## config.mk

```make
export PLATFORM = sky130hd
export DESIGN_NAME = round_robin_process_table
export DESIGN_NICKNAME = d
export VERILOG_FILES = /design/src/hdl/rrpt_pkg.sv /design/src/hdl/rrpt_dp.sv /design/src/hdl/rrpt_ctrl.sv /design/src/hdl/round_robin_process_table.sv
export SDC_FILE = /design/constraint.sdc
export NUM_CORES = 2
export LEC_CHECK = 0
export BUFFER_PORTS_ARGS = -buffer_cell sky130_fd_sc_hd__buf_2
export CAP_MARGIN = 40
export CORE_UTILIZATION = 26
export CTS_BUF_LIST = sky130_fd_sc_hd__clkbuf_8 sky130_fd_sc_hd__clkbuf_16
export DETAILED_ROUTE_END_ITERATION = 8
export SLEW_MARGIN = 20
export SYNTH_ARGS = -nofsm -noshare
export SYNTH_HDL_FRONTEND = slang
export SYNTH_SLANG_ARGS = --single-unit
```

## constraint.sdc

```tcl
create_clock -name aclk -period 13.1 [get_ports aclk]
set_clock_uncertainty 0.1 [all_clocks]
set_input_delay 2.62 -clock aclk [delete_from_list [all_inputs] [get_ports aclk]]
set_output_delay 2.62 -clock aclk [all_outputs]
set_load 0.02 [all_outputs]
```

## src/hdl/rrpt_pkg.sv

```systemverilog
// ----------------------------------------------------------------------------
// rrpt_pkg: shared types for the round-robin process table
// Operation, status and entry-state codes, and the command and status
// bundles between the controller and the datapath.
// ----------------------------------------------------------------------------
package rrpt_pkg;

    typedef enum logic [2:0] {
        OP_ADD   = 3'd0,
        OP_FORK  = 3'd1,
        OP_SCHED = 3'd2,
        OP_WAIT  = 3'd3,
        OP_EXIT  = 3'd4
    } rrpt_op_t;

    typedef enum logic [2:0] {
        STS_OK         = 3'd0,
        STS_FULL       = 3'd1,
        STS_NONE_READY = 3'd2,
        STS_NO_CHILD   = 3'd3,
        STS_INIT       = 3'd4,
        STS_NO_CUR     = 3'd5
    } rrpt_status_t;

    typedef enum logic [1:0] {
        ES_READY      = 2'd0,
        ES_RUNNING    = 2'd1,
        ES_BLOCKED    = 2'd2,
        ES_TERMINATED = 2'd3
    } rrpt_state_t;

    // Table write selection
    typedef enum logic [2:0] {
        WR_NONE,
        WR_APPEND,
        WR_CUR,
        WR_HIT_STATE,
        WR_HIT_WAITS
    } rrpt_wr_t;

    typedef struct packed {
        logic         load;
        logic         rd_cur;
        logic         ld_cur;
        logic         scan_init;
        logic         scan_rd;
        logic         scan_next;
        logic         hit_ld;
        rrpt_wr_t     wr;
        rrpt_state_t  wr_state;
        logic         sched_commit;
        logic         hit_result;
        logic         set_any;
        logic         live_dec;
        logic         set_status;
        rrpt_status_t status;
        logic         finish;
    } rrpt_cmd_t;

    typedef struct packed {
        rrpt_op_t op;
        logic     wait_all;
        logic     full;
        logic     used_zero;
        logic     have_run;
        logic     cur_is_init;
        logic     cur_waits;
        logic     scan_last;
        logic     rd_ready;
        logic     rd_blocked;
        logic     rd_pid_eq;
        logic     rd_parent_me;
        logic     any;
        logic     out_busy;
    } rrpt_sts_t;

endpackage

```

## src/hdl/rrpt_dp.sv

```systemverilog
// ----------------------------------------------------------------------------
// rrpt_dp: process table datapath
// Entry memory, counters, current-task registers, scan pointer and the
// output beat register. Acts on controller commands and configuration writes.
// ----------------------------------------------------------------------------
module rrpt_dp
    import rrpt_pkg::*;
#(
    parameter int MAX_TASKS = 64,
    parameter int PID_BITS  = 16
) (
    input  logic        aclk,
    input  logic        aresetn,
    input  logic        cfg_we,
    input  logic [6:0]  cfg_wdata,
    input  logic [39:0] s_tdata,
    input  logic        m_tready,
    output logic        m_tvalid,
    output logic [55:0] m_tdata,
    input  rrpt_cmd_t   cmd,
    output rrpt_sts_t   sts
);

    localparam int SLOT_W = $clog2(MAX_TASKS);
    localparam int CNT_W  = $clog2(MAX_TASKS + 1);
    localparam int LIM_W  = (CNT_W > 7) ? CNT_W : 7;

    typedef struct packed {
        rrpt_state_t         st;
        logic [PID_BITS-1:0] pid;
        logic [PID_BITS-1:0] parent;
        logic [1:0]          prio;
        logic                waits;
    } ent_t;

    ent_t mem [MAX_TASKS];
    ent_t rdata_reg;
    ent_t cur_ent_reg;
    ent_t hit_ent_reg;
    ent_t wr_data;
    logic [SLOT_W-1:0] wr_addr;
    logic              wr_en;
    logic [SLOT_W-1:0] rd_addr;

    logic [6:0]          limit_reg;
    logic [CNT_W-1:0]    used_reg;
    logic [CNT_W-1:0]    live_reg;
    logic [SLOT_W-1:0]   cur_slot_reg;
    logic                cur_valid_reg;
    logic [PID_BITS-1:0] cur_pid_reg;
    logic [PID_BITS-1:0] next_pid_reg;
    logic [SLOT_W-1:0]   idx_reg;
    logic [SLOT_W-1:0]   idx_next;
    logic [CNT_W-1:0]    cnt_reg;
    logic [SLOT_W-1:0]   hit_idx_reg;
    logic                any_reg;
    logic                m_tvalid_reg;
    logic [55:0]         m_tdata_reg;

    logic [2:0]          op_reg;
    logic [PID_BITS-1:0] add_parent_reg;
    logic [1:0]          add_prio_reg;
    logic [PID_BITS-1:0] wait_pid_reg;
    logic                wait_all_reg;

    rrpt_status_t        status_reg;
    logic [SLOT_W-1:0]   slot_res_reg;
    logic [PID_BITS-1:0] rpid_reg;

    logic [LIM_W-1:0]    lim_eff;
    logic [PID_BITS-1:0] key_pid;
    logic [PID_BITS-1:0] app_parent;
    logic [1:0]          app_prio;

    // Wrapping successor of a slot within the used part of the table
    function automatic logic [SLOT_W-1:0] wrap_inc(input logic [SLOT_W-1:0] s,
                                                   input logic [CNT_W-1:0] used);
        logic [CNT_W:0] nxt;
        nxt = (CNT_W + 1)'(s) + 1'b1;
        return (nxt >= (CNT_W + 1)'(used)) ? '0 : SLOT_W'(nxt);
    endfunction

    always_comb begin
        if (LIM_W'(limit_reg) > LIM_W'(MAX_TASKS)) begin
            lim_eff = LIM_W'(MAX_TASKS);
        end else begin
            lim_eff = LIM_W'(limit_reg);
        end
    end

    assign key_pid    = (op_reg == OP_WAIT) ? wait_pid_reg : cur_ent_reg.parent;
    assign app_parent = (op_reg == OP_ADD) ? add_parent_reg : cur_ent_reg.pid;
    assign app_prio   = (op_reg == OP_ADD) ? add_prio_reg : cur_ent_reg.prio;
    assign rd_addr    = cmd.rd_cur ? cur_slot_reg : idx_reg;
    assign idx_next   = wrap_inc(idx_reg, used_reg);

    always_comb begin
        wr_en   = 1'b1;
        wr_addr = hit_idx_reg;
        wr_data = hit_ent_reg;
        case (cmd.wr)
            WR_APPEND: begin
                wr_addr = SLOT_W'(used_reg);
                wr_data = '{st: ES_READY, pid: next_pid_reg, parent: app_parent,
                            prio: (app_prio > 2'd2) ? 2'd2 : app_prio, waits: 1'b0};
            end
            WR_CUR: begin
                wr_addr    = cur_slot_reg;
                wr_data    = cur_ent_reg;
                wr_data.st = cmd.wr_state;
            end
            WR_HIT_STATE: begin
                wr_data.st = cmd.wr_state;
            end
            WR_HIT_WAITS: begin
                wr_data.waits = 1'b1;
            end
            default: begin
                wr_en = 1'b0;
            end
        endcase
    end

    // Entry memory: one write port, one registered read port
    always_ff @(posedge aclk) begin
        if (wr_en) begin
            mem[wr_addr] <= wr_data;
        end
        if (cmd.rd_cur || cmd.scan_rd) begin
            rdata_reg <= mem[rd_addr];
        end
    end

    // Payload registers
    always_ff @(posedge aclk) begin
        if (cmd.load) begin
            op_reg         <= s_tdata[2:0];
            add_parent_reg <= PID_BITS'(s_tdata[18:3]);
            add_prio_reg   <= s_tdata[20:19];
            wait_pid_reg   <= PID_BITS'(s_tdata[36:21]);
            wait_all_reg   <= s_tdata[37];
            status_reg     <= STS_OK;
            slot_res_reg   <= '0;
            rpid_reg       <= '0;
        end
        if (cmd.ld_cur) begin
            cur_ent_reg <= rdata_reg;
        end else if (cmd.wr == WR_CUR) begin
            cur_ent_reg.st <= cmd.wr_state;
        end else if (cmd.wr == WR_HIT_WAITS && hit_idx_reg == cur_slot_reg) begin
            cur_ent_reg.waits <= 1'b1;
        end
        if (cmd.hit_ld) begin
            hit_ent_reg <= rdata_reg;
            hit_idx_reg <= idx_reg;
        end
        if (cmd.scan_init) begin
            idx_reg <= (op_reg == OP_SCHED && cur_valid_reg)
                       ? wrap_inc(cur_slot_reg, used_reg) : '0;
            cnt_reg <= '0;
        end else if (cmd.scan_next) begin
            idx_reg <= idx_next;
            cnt_reg <= cnt_reg + 1'b1;
        end
        if (cmd.wr == WR_APPEND) begin
            slot_res_reg <= SLOT_W'(used_reg);
            rpid_reg     <= next_pid_reg;
        end
        if (cmd.sched_commit || cmd.hit_result) begin
            slot_res_reg <= hit_idx_reg;
            rpid_reg     <= hit_ent_reg.pid;
        end
        if (cmd.sched_commit) begin
            cur_pid_reg <= hit_ent_reg.pid;
        end
        if (cmd.set_status) begin
            status_reg <= cmd.status;
        end
        if (cmd.finish) begin
            m_tdata_reg <= {1'b0, 7'(used_reg), 7'(live_reg),
                            cur_valid_reg ? 16'(cur_pid_reg) : 16'd0,
                            16'(rpid_reg), 6'(slot_res_reg), status_reg};
        end
    end

    // Control registers
    always_ff @(posedge aclk) begin
        if (!aresetn) begin
            limit_reg     <= 7'd64;
            used_reg      <= '0;
            live_reg      <= '0;
            cur_slot_reg  <= '0;
            cur_valid_reg <= 1'b0;
            next_pid_reg  <= PID_BITS'(1);
            any_reg       <= 1'b0;
            m_tvalid_reg  <= 1'b0;
        end else begin
            if (cfg_we) begin
                limit_reg <= cfg_wdata;
            end
            if (cmd.wr == WR_APPEND) begin
                used_reg     <= used_reg + 1'b1;
                live_reg     <= live_reg + 1'b1;
                next_pid_reg <= next_pid_reg + 1'b1;
            end
            if (cmd.live_dec && live_reg != '0) begin
                live_reg <= live_reg - 1'b1;
            end
            if (cmd.sched_commit) begin
                cur_slot_reg  <= hit_idx_reg;
                cur_valid_reg <= 1'b1;
            end
            if (cmd.load) begin
                any_reg <= 1'b0;
            end else if (cmd.set_any) begin
                any_reg <= 1'b1;
            end
            if (cmd.finish) begin
                m_tvalid_reg <= 1'b1;
            end else if (m_tready) begin
                m_tvalid_reg <= 1'b0;
            end
        end
    end

    assign m_tvalid = m_tvalid_reg;
    assign m_tdata  = m_tdata_reg;

    always_comb begin
        sts.op           = rrpt_op_t'(op_reg);
        sts.wait_all     = wait_all_reg;
        sts.full         = LIM_W'(used_reg) >= lim_eff;
        sts.used_zero    = (used_reg == '0);
        sts.have_run     = cur_valid_reg && (cur_ent_reg.st == ES_RUNNING);
        sts.cur_is_init  = (cur_ent_reg.pid == PID_BITS'(1));
        sts.cur_waits    = cur_ent_reg.waits;
        sts.scan_last    = (cnt_reg == used_reg - 1'b1);
        sts.rd_ready     = (rdata_reg.st == ES_READY);
        sts.rd_blocked   = (rdata_reg.st == ES_BLOCKED);
        sts.rd_pid_eq    = (rdata_reg.pid == key_pid);
        sts.rd_parent_me = (rdata_reg.parent == cur_ent_reg.pid);
        sts.any          = any_reg;
        sts.out_busy     = m_tvalid_reg && !m_tready;
    end

`ifndef SYNTHESIS
    a_used_bound: assert property (@(posedge aclk) disable iff (!aresetn)
        used_reg <= CNT_W'(MAX_TASKS))
        else $error("entry count beyond table depth");
    a_live_le_used: assert property (@(posedge aclk) disable iff (!aresetn)
        live_reg <= used_reg)
        else $error("active count above entry count");
    a_cur_in_use: assert property (@(posedge aclk) disable iff (!aresetn)
        cur_valid_reg |-> (CNT_W'(cur_slot_reg) < used_reg))
        else $error("current slot outside used entries");
    a_append_room: assert property (@(posedge aclk) disable iff (!aresetn)
        (cmd.wr == WR_APPEND) |-> !sts.full)
        else $error("append into a full table");
`endif

endmodule

```

## src/hdl/rrpt_ctrl.sv

```systemverilog
// ----------------------------------------------------------------------------
// rrpt_ctrl: process table controller
// Sequences each operation: current-entry fetch, decision, table scan,
// write-back and result beat.
// ----------------------------------------------------------------------------
module rrpt_ctrl
    import rrpt_pkg::*;
(
    input  logic      aclk,
    input  logic      aresetn,
    input  logic      s_tvalid,
    output logic      s_tready,
    input  rrpt_sts_t sts,
    output rrpt_cmd_t cmd
);

    typedef enum logic [3:0] {
        S_IDLE,
        S_RD_CUR,
        S_LD_CUR,
        S_DECIDE,
        S_SCAN_RD,
        S_SCAN_CHK,
        S_SCHED_HIT,
        S_WAIT_HIT,
        S_WAIT_END,
        S_EXIT_WAKE,
        S_EXIT_END,
        S_FINISH
    } ctrl_state_t;

    ctrl_state_t state_reg;
    ctrl_state_t state_next;

    always_ff @(posedge aclk) begin
        if (!aresetn) begin
            state_reg <= S_IDLE;
        end else begin
            state_reg <= state_next;
        end
    end

    assign s_tready = (state_reg == S_IDLE);

    always_comb begin
        cmd        = '0;
        cmd.wr     = WR_NONE;
        cmd.status = STS_OK;
        cmd.wr_state = ES_READY;
        state_next = state_reg;
        unique case (state_reg)
            S_IDLE: begin
                if (s_tvalid) begin
                    cmd.load   = 1'b1;
                    state_next = S_RD_CUR;
                end
            end
            S_RD_CUR: begin
                cmd.rd_cur = 1'b1;
                state_next = S_LD_CUR;
            end
            S_LD_CUR: begin
                cmd.ld_cur = 1'b1;
                state_next = S_DECIDE;
            end
            S_DECIDE: begin
                state_next = S_FINISH;
                case (sts.op)
                    OP_ADD: begin
                        if (sts.full) begin
                            cmd.set_status = 1'b1;
                            cmd.status     = STS_FULL;
                        end else begin
                            cmd.wr = WR_APPEND;
                        end
                    end
                    OP_FORK: begin
                        cmd.set_status = 1'b1;
                        if (sts.full) begin
                            cmd.status = STS_FULL;
                        end else if (!sts.have_run) begin
                            cmd.status = STS_NO_CUR;
                        end else begin
                            cmd.status = STS_OK;
                            cmd.wr     = WR_APPEND;
                        end
                    end
                    OP_SCHED: begin
                        if (sts.used_zero) begin
                            cmd.set_status = 1'b1;
                            cmd.status     = STS_NONE_READY;
                        end else begin
                            if (sts.have_run) begin
                                cmd.wr       = WR_CUR;
                                cmd.wr_state = ES_READY;
                            end
                            cmd.scan_init = 1'b1;
                            state_next    = S_SCAN_RD;
                        end
                    end
                    OP_WAIT: begin
                        if (!sts.have_run) begin
                            cmd.set_status = 1'b1;
                            cmd.status     = STS_NO_CUR;
                        end else begin
                            cmd.scan_init = 1'b1;
                            state_next    = S_SCAN_RD;
                        end
                    end
                    OP_EXIT: begin
                        if (!sts.have_run) begin
                            cmd.set_status = 1'b1;
                            cmd.status     = STS_NO_CUR;
                        end else if (sts.cur_is_init) begin
                            cmd.set_status = 1'b1;
                            cmd.status     = STS_INIT;
                        end else if (sts.cur_waits) begin
                            cmd.scan_init = 1'b1;
                            state_next    = S_SCAN_RD;
                        end else begin
                            state_next = S_EXIT_END;
                        end
                    end
                    default: begin
                        state_next = S_FINISH;
                    end
                endcase
            end
            S_SCAN_RD: begin
                cmd.scan_rd = 1'b1;
                state_next  = S_SCAN_CHK;
            end
            S_SCAN_CHK: begin
                cmd.hit_ld = 1'b1;
                case (sts.op)
                    OP_SCHED: begin
                        if (sts.rd_ready) begin
                            state_next = S_SCHED_HIT;
                        end else if (sts.scan_last) begin
                            cmd.set_status = 1'b1;
                            cmd.status     = STS_NONE_READY;
                            state_next     = S_FINISH;
                        end else begin
                            cmd.scan_next = 1'b1;
                            state_next    = S_SCAN_RD;
                        end
                    end
                    OP_WAIT: begin
                        if (sts.wait_all) begin
                            if (sts.rd_parent_me) begin
                                state_next = S_WAIT_HIT;
                            end else if (sts.scan_last) begin
                                state_next = S_WAIT_END;
                            end else begin
                                cmd.scan_next = 1'b1;
                                state_next    = S_SCAN_RD;
                            end
                        end else if (sts.rd_pid_eq) begin
                            state_next = sts.rd_parent_me ? S_WAIT_HIT : S_WAIT_END;
                        end else if (sts.scan_last) begin
                            state_next = S_WAIT_END;
                        end else begin
                            cmd.scan_next = 1'b1;
                            state_next    = S_SCAN_RD;
                        end
                    end
                    default: begin
                        // exit: look for the parent to wake
                        if (sts.rd_pid_eq) begin
                            state_next = sts.rd_blocked ? S_EXIT_WAKE : S_EXIT_END;
                        end else if (sts.scan_last) begin
                            state_next = S_EXIT_END;
                        end else begin
                            cmd.scan_next = 1'b1;
                            state_next    = S_SCAN_RD;
                        end
                    end
                endcase
            end
            S_SCHED_HIT: begin
                cmd.wr           = WR_HIT_STATE;
                cmd.wr_state     = ES_RUNNING;
                cmd.sched_commit = 1'b1;
                state_next       = S_FINISH;
            end
            S_WAIT_HIT: begin
                cmd.wr      = WR_HIT_WAITS;
                cmd.set_any = 1'b1;
                if (!sts.wait_all) begin
                    cmd.hit_result = 1'b1;
                    state_next     = S_WAIT_END;
                end else if (sts.scan_last) begin
                    state_next = S_WAIT_END;
                end else begin
                    cmd.scan_next = 1'b1;
                    state_next    = S_SCAN_RD;
                end
            end
            S_WAIT_END: begin
                if (sts.any) begin
                    cmd.wr       = WR_CUR;
                    cmd.wr_state = ES_BLOCKED;
                end else begin
                    cmd.set_status = 1'b1;
                    cmd.status     = STS_NO_CHILD;
                end
                state_next = S_FINISH;
            end
            S_EXIT_WAKE: begin
                cmd.wr       = WR_HIT_STATE;
                cmd.wr_state = ES_READY;
                state_next   = S_EXIT_END;
            end
            S_EXIT_END: begin
                cmd.wr       = WR_CUR;
                cmd.wr_state = ES_TERMINATED;
                cmd.live_dec = 1'b1;
                state_next   = S_FINISH;
            end
            S_FINISH: begin
                if (!sts.out_busy) begin
                    cmd.finish = 1'b1;
                    state_next = S_IDLE;
                end
            end
            default: begin
                state_next = S_IDLE;
            end
        endcase
    end

`ifndef SYNTHESIS
    a_one_item: assert property (@(posedge aclk) disable iff (!aresetn)
        (s_tvalid && s_tready) |=> !s_tready)
        else $error("second item taken while one is in work");
    a_finish_free: assert property (@(posedge aclk) disable iff (!aresetn)
        cmd.finish |-> !sts.out_busy)
        else $error("result overwrote an untaken beat");
    a_finish_idle: assert property (@(posedge aclk) disable iff (!aresetn)
        cmd.finish |=> s_tready)
        else $error("no return to idle after result");
`endif

endmodule

```

## src/hdl/round_robin_process_table.sv

```systemverilog
// ----------------------------------------------------------------------------
// round_robin_process_table: process table with round-robin dispatch
// Add, fork, schedule, waitpid and exit on a table of task entries; one
// result beat per operation.
//
//   channel  | dir | beat fields (low bit first)
//   ---------+-----+---------------------------------------------------------
//   s_       | in  | op, add_parent_pid, add_priority, wait_pid, wait_all
//   m_       | out | status, slot_index, result_pid, current_pid,
//            |     | active_count, task_count
//   cfg_     | in  | task_limit (write only)
//
// Add, fork and ops that fail early pass from accept through current-entry
// read and load, decision and result. Schedule and waitpid walk the used
// entries, as does exit when its task is waited on: a memory read, then a
// compare per entry, plus a table write for each wait-all match.
// Reset clears counters and the current task; the memory is not cleared and
// needs no clearing pass. One item is in work at a time; the next is taken
// once the result sits in the output register, even if m_tready is low.
// ----------------------------------------------------------------------------
module round_robin_process_table
    import rrpt_pkg::*;
#(
    parameter int MAX_TASKS = 64,
    parameter int PID_BITS  = 16
) (
    input  logic        aclk,
    input  logic        aresetn,
    // configuration
    input  logic        cfg_we,
    input  logic [6:0]  cfg_wdata,     // task_limit
    // operation stream
    input  logic        s_tvalid,
    output logic        s_tready,
    input  logic [39:0] s_tdata,       // op[2:0], add_parent_pid[18:3],
                                       // add_priority[20:19], wait_pid[36:21],
                                       // wait_all[37], zero pad
    // result stream
    output logic        m_tvalid,
    input  logic        m_tready,
    output logic [55:0] m_tdata        // status[2:0], slot_index[8:3],
                                       // result_pid[24:9], current_pid[40:25],
                                       // active_count[47:41], task_count[54:48]
);

    rrpt_cmd_t cmd;
    rrpt_sts_t sts;

    // Controller: one operation at a time, hold the result until taken
    rrpt_ctrl u_ctrl (
        .aclk     (aclk),
        .aresetn  (aresetn),
        .s_tvalid (s_tvalid),
        .s_tready (s_tready),
        .sts      (sts),
        .cmd      (cmd)
    );

    // Datapath: entry memory, counters and the output beat register
    rrpt_dp #(
        .MAX_TASKS (MAX_TASKS),
        .PID_BITS  (PID_BITS)
    ) u_dp (
        .aclk      (aclk),
        .aresetn   (aresetn),
        .cfg_we    (cfg_we),
        .cfg_wdata (cfg_wdata),
        .s_tdata   (s_tdata),
        .m_tready  (m_tready),
        .m_tvalid  (m_tvalid),
        .m_tdata   (m_tdata),
        .cmd       (cmd),
        .sts       (sts)
    );

endmodule
```

==> out/summary.txt <==
Initial cell density of the core: 26.19%
Critical path class: flop to flop
Fill count: 36680
Clock sinks: 2546
Initial antenna violation count: 25
Io pins: 110
Setup violators final: 0
ANT nets after route: 0
RSZ-0062 raised after global routing: false
Mapped Area: 99540 µm²
Register area: 75880 µm²
Drt drc: 0
Largest net degree at the start of global routing: 226
Clk Tree Root Cell: clkbuf_16
Post-synth EDFFs: 2489
Resize count post-CTS: 0
Largest cells by area after synthesis: edfxtp_1 75%, mux4_2 9.5%, nand2_1 2.6%
Ys flop type: edfxtp_1
R2R Setup Slk: 7.25 ns
Worst vdd ir: 167.8 µV
Pleak: 37.12 nW
PortBufs: 104
Fin. Hold Viols: 0
Area share of the largest cell type after synthesis: 75.09%
Routed vias/inst: 4.889
Worst hold path type: flop to flop
Status: completed
Post-DP Area: 107500 µm²
Die height: 620.7 µm
Async SR Flop Fraction: 0%
Fmax: 0.1710 GHz
Clock slew at reported path FFs: 0.06 ns
Die area: 385300 µm²
Number of max-cap violations: 0
All-Layer GR Usage: 13.45%
RD Place Congestion: 0.8888
RR Startpoint: u_ctrl.state_reg[1]
Commonest non-fill, non-tap cell in the layout: edfxtp_1
Fin. max-slew vios: 0
Pwr per Cell Area: 165.1 nW/µm²
Final Non-Filler Cells: 10920
Layout overhead on the synthesized area: 16.59%
H-tree levels: 5
Critical-path maximum fanout: 43
Multi-input logic area: 22730 µm²
Gate Count Post-Synth: 5403
Drt total wl: 267.5 mm
Final net count: 5792
Avg Cell Area, Syn: 18.42 µm²
CP arrival: 6.29 ns
Sequential area share after synthesis: 76.23%
GRT overflow: 0
Net Count, Synth: 5488
Core Footprint: 380000 µm²
CTS max path bufs: 4
Routed WL per cell: 24.49 µm
TritonCTS Buffers: 277
Hold_sp: u_dp.rpid_reg[7]
#FFs+latches synth: 2546
Vias in the first global route: 52630
Placed Cells: 10430
First-pass GRT wire length: 378.0 mm
Post-route cell area: 116100 µm²
Most frequent cells in the layout: 2489 x edfxtp_1, 672 x nand2_1, 419 x mux4_2
Post-CTS setup buffer count: 0
Path depth of the worst reg2reg path: 11
Worst-Margin Slew: 1.088 ns
Cell Rows: 226
Hold slack: 0.3177 ns
Iter 0 DRT Violations: 6934
CP endpoint kind: flop
Post-DP HPWL: 148.0 mm
Worst Hold End: u_dp.m_tdata[16]
CTS tree: yes
Hold Buf Count CTS: 0
Worst skew pair latency: 0.93 ns
Yosys warns: 0
Hold Path Depth: 0
Cell taking the most area after synthesis: edfxtp_1
Share of cells above drive strength 1: 20.66%
Via count: 53400
CP Data Required Time: 13.54 ns
Final worst path period need: 5.848 ns
Nature of the critical path startpoint: flop
DR pass1 iterations: 6
Max_slew headroom: 27.50%
Max reg flops: 2240
Period utilisation layout: 44.64%
R2R Path End: u_dp.mem[0][7]
Die Width: 620.7 µm
Count of cell types in the netlist: 76
Setup TNS: 0 ns
-- worst max-delay path: stages, from the launching register on --
cell,delay (ns)
dfxtp_1,0.70
or4bb_1,0.63
nor4_1,0.31
a221oi_1,0.21
nor3_4,0.15
buf_4,0.50
mux2_2,0.41
mux2i_1,0.70
nand3_1,0.39
buf_6,0.29
nor2_4,0.55
buf_4,0.49
-- how the worst max path moves through the flow --
stage                        start                to  depth (start not counted)
2_1_floorplan     u_dp.used_reg[0]    u_dp.mem[0][0]                         12
3_3_place_gp   u_ctrl.state_reg[3]   u_dp.mem[0][35]                         10
3_5_place_dp   u_ctrl.state_reg[1]   u_dp.mem[1][11]                         10
4_1_cts        u_ctrl.state_reg[1]   u_dp.mem[0][36]                         10
5_1_grt        u_ctrl.state_reg[1]  u_dp.mem[24][36]                         12
6_report       u_ctrl.state_reg[1]    u_dp.mem[0][7]                         11
-- stage by stage --
stage	power [mW]	worst slack, ns	utilization (%)
floorplan	11.10	7.369	-
global placement	11.95	6.744	28.09
detailed placement	12.05	7.016	28.28
CTS	19.27	6.970	30.46
global route	19.72	7.018	30.53
finish	19.16	7.252	30.54
-- area by class of cell --
class,count,share of cell area [%]
flip-flops and latches,2546,65.38
multi-input cells,2519,19.59
clock buffers,290,6.214
well taps,5016,5.408
clock inverters,169,0.9433
repair buffers,321,2.289
inverters,42,0.1358
diodes,19,0.04097
-- power by group --
group,switching [mW],total [mW],internal (mW)
logic,1.59,2.54,0.947
clock network,3.04,7.25,4.22
registers,0.169,9.37,9.20
-- layer usage --
metal / vias up / routed length (µm) / track usage, %
li1: 22300 / - / -
met1: 28060 / 109200 / 18.22
met2: 2593 / 125100 / 21.58
met3: 449 / 23890 / 2.524
met4: 2 / 9279 / 4.663
met5: - / 13 / 0
-- Yosys cell counts (7+ instances only) --
library cell and number:
edfxtp_1 2489, nor2b_1 14, nor3_1 13, a21o_1 16
buf_6 20, or4_1 38, nand2b_1 17, ha_1 32
dfxtp_1 57, and2_1 22, a31oi_1 75, nand2_1 693
xnor2_1 38, xor2_1 41, buf_1 17, o22ai_1 148
a22oi_1 16, mux2_2 7, mux2i_1 232, nor4_1 14
a21oi_1 61, and3_1 78, nand3_1 183, a221o_1 18
nand4_1 8, inv_1 40, buf_4 15, mux4_2 419
nor2_1 122, a22o_1 16, or3_1 16, a311oi_1 70
o21ai_0 38, buf_2 114, clkbuf_1 130
-- cells by family (layout without fill, tap and decap cells) --
group,Yosys count,after routing,synth area share (%)
AND/OR/NAND/NOR,1238,1238,5.576
adder cells (fa/ha/maj),33,33,0.4223
multiplexers,662,662,11.96
buffers and inverters,338,822,1.625
AO/OA/AOI/OAI,506,506,3.482
flip-flops,2546,2546,76.23
other,1,20,0.003767
XOR/XNOR,79,79,0.6951
No activity file was read; power rests on OpenSTA's default activity.
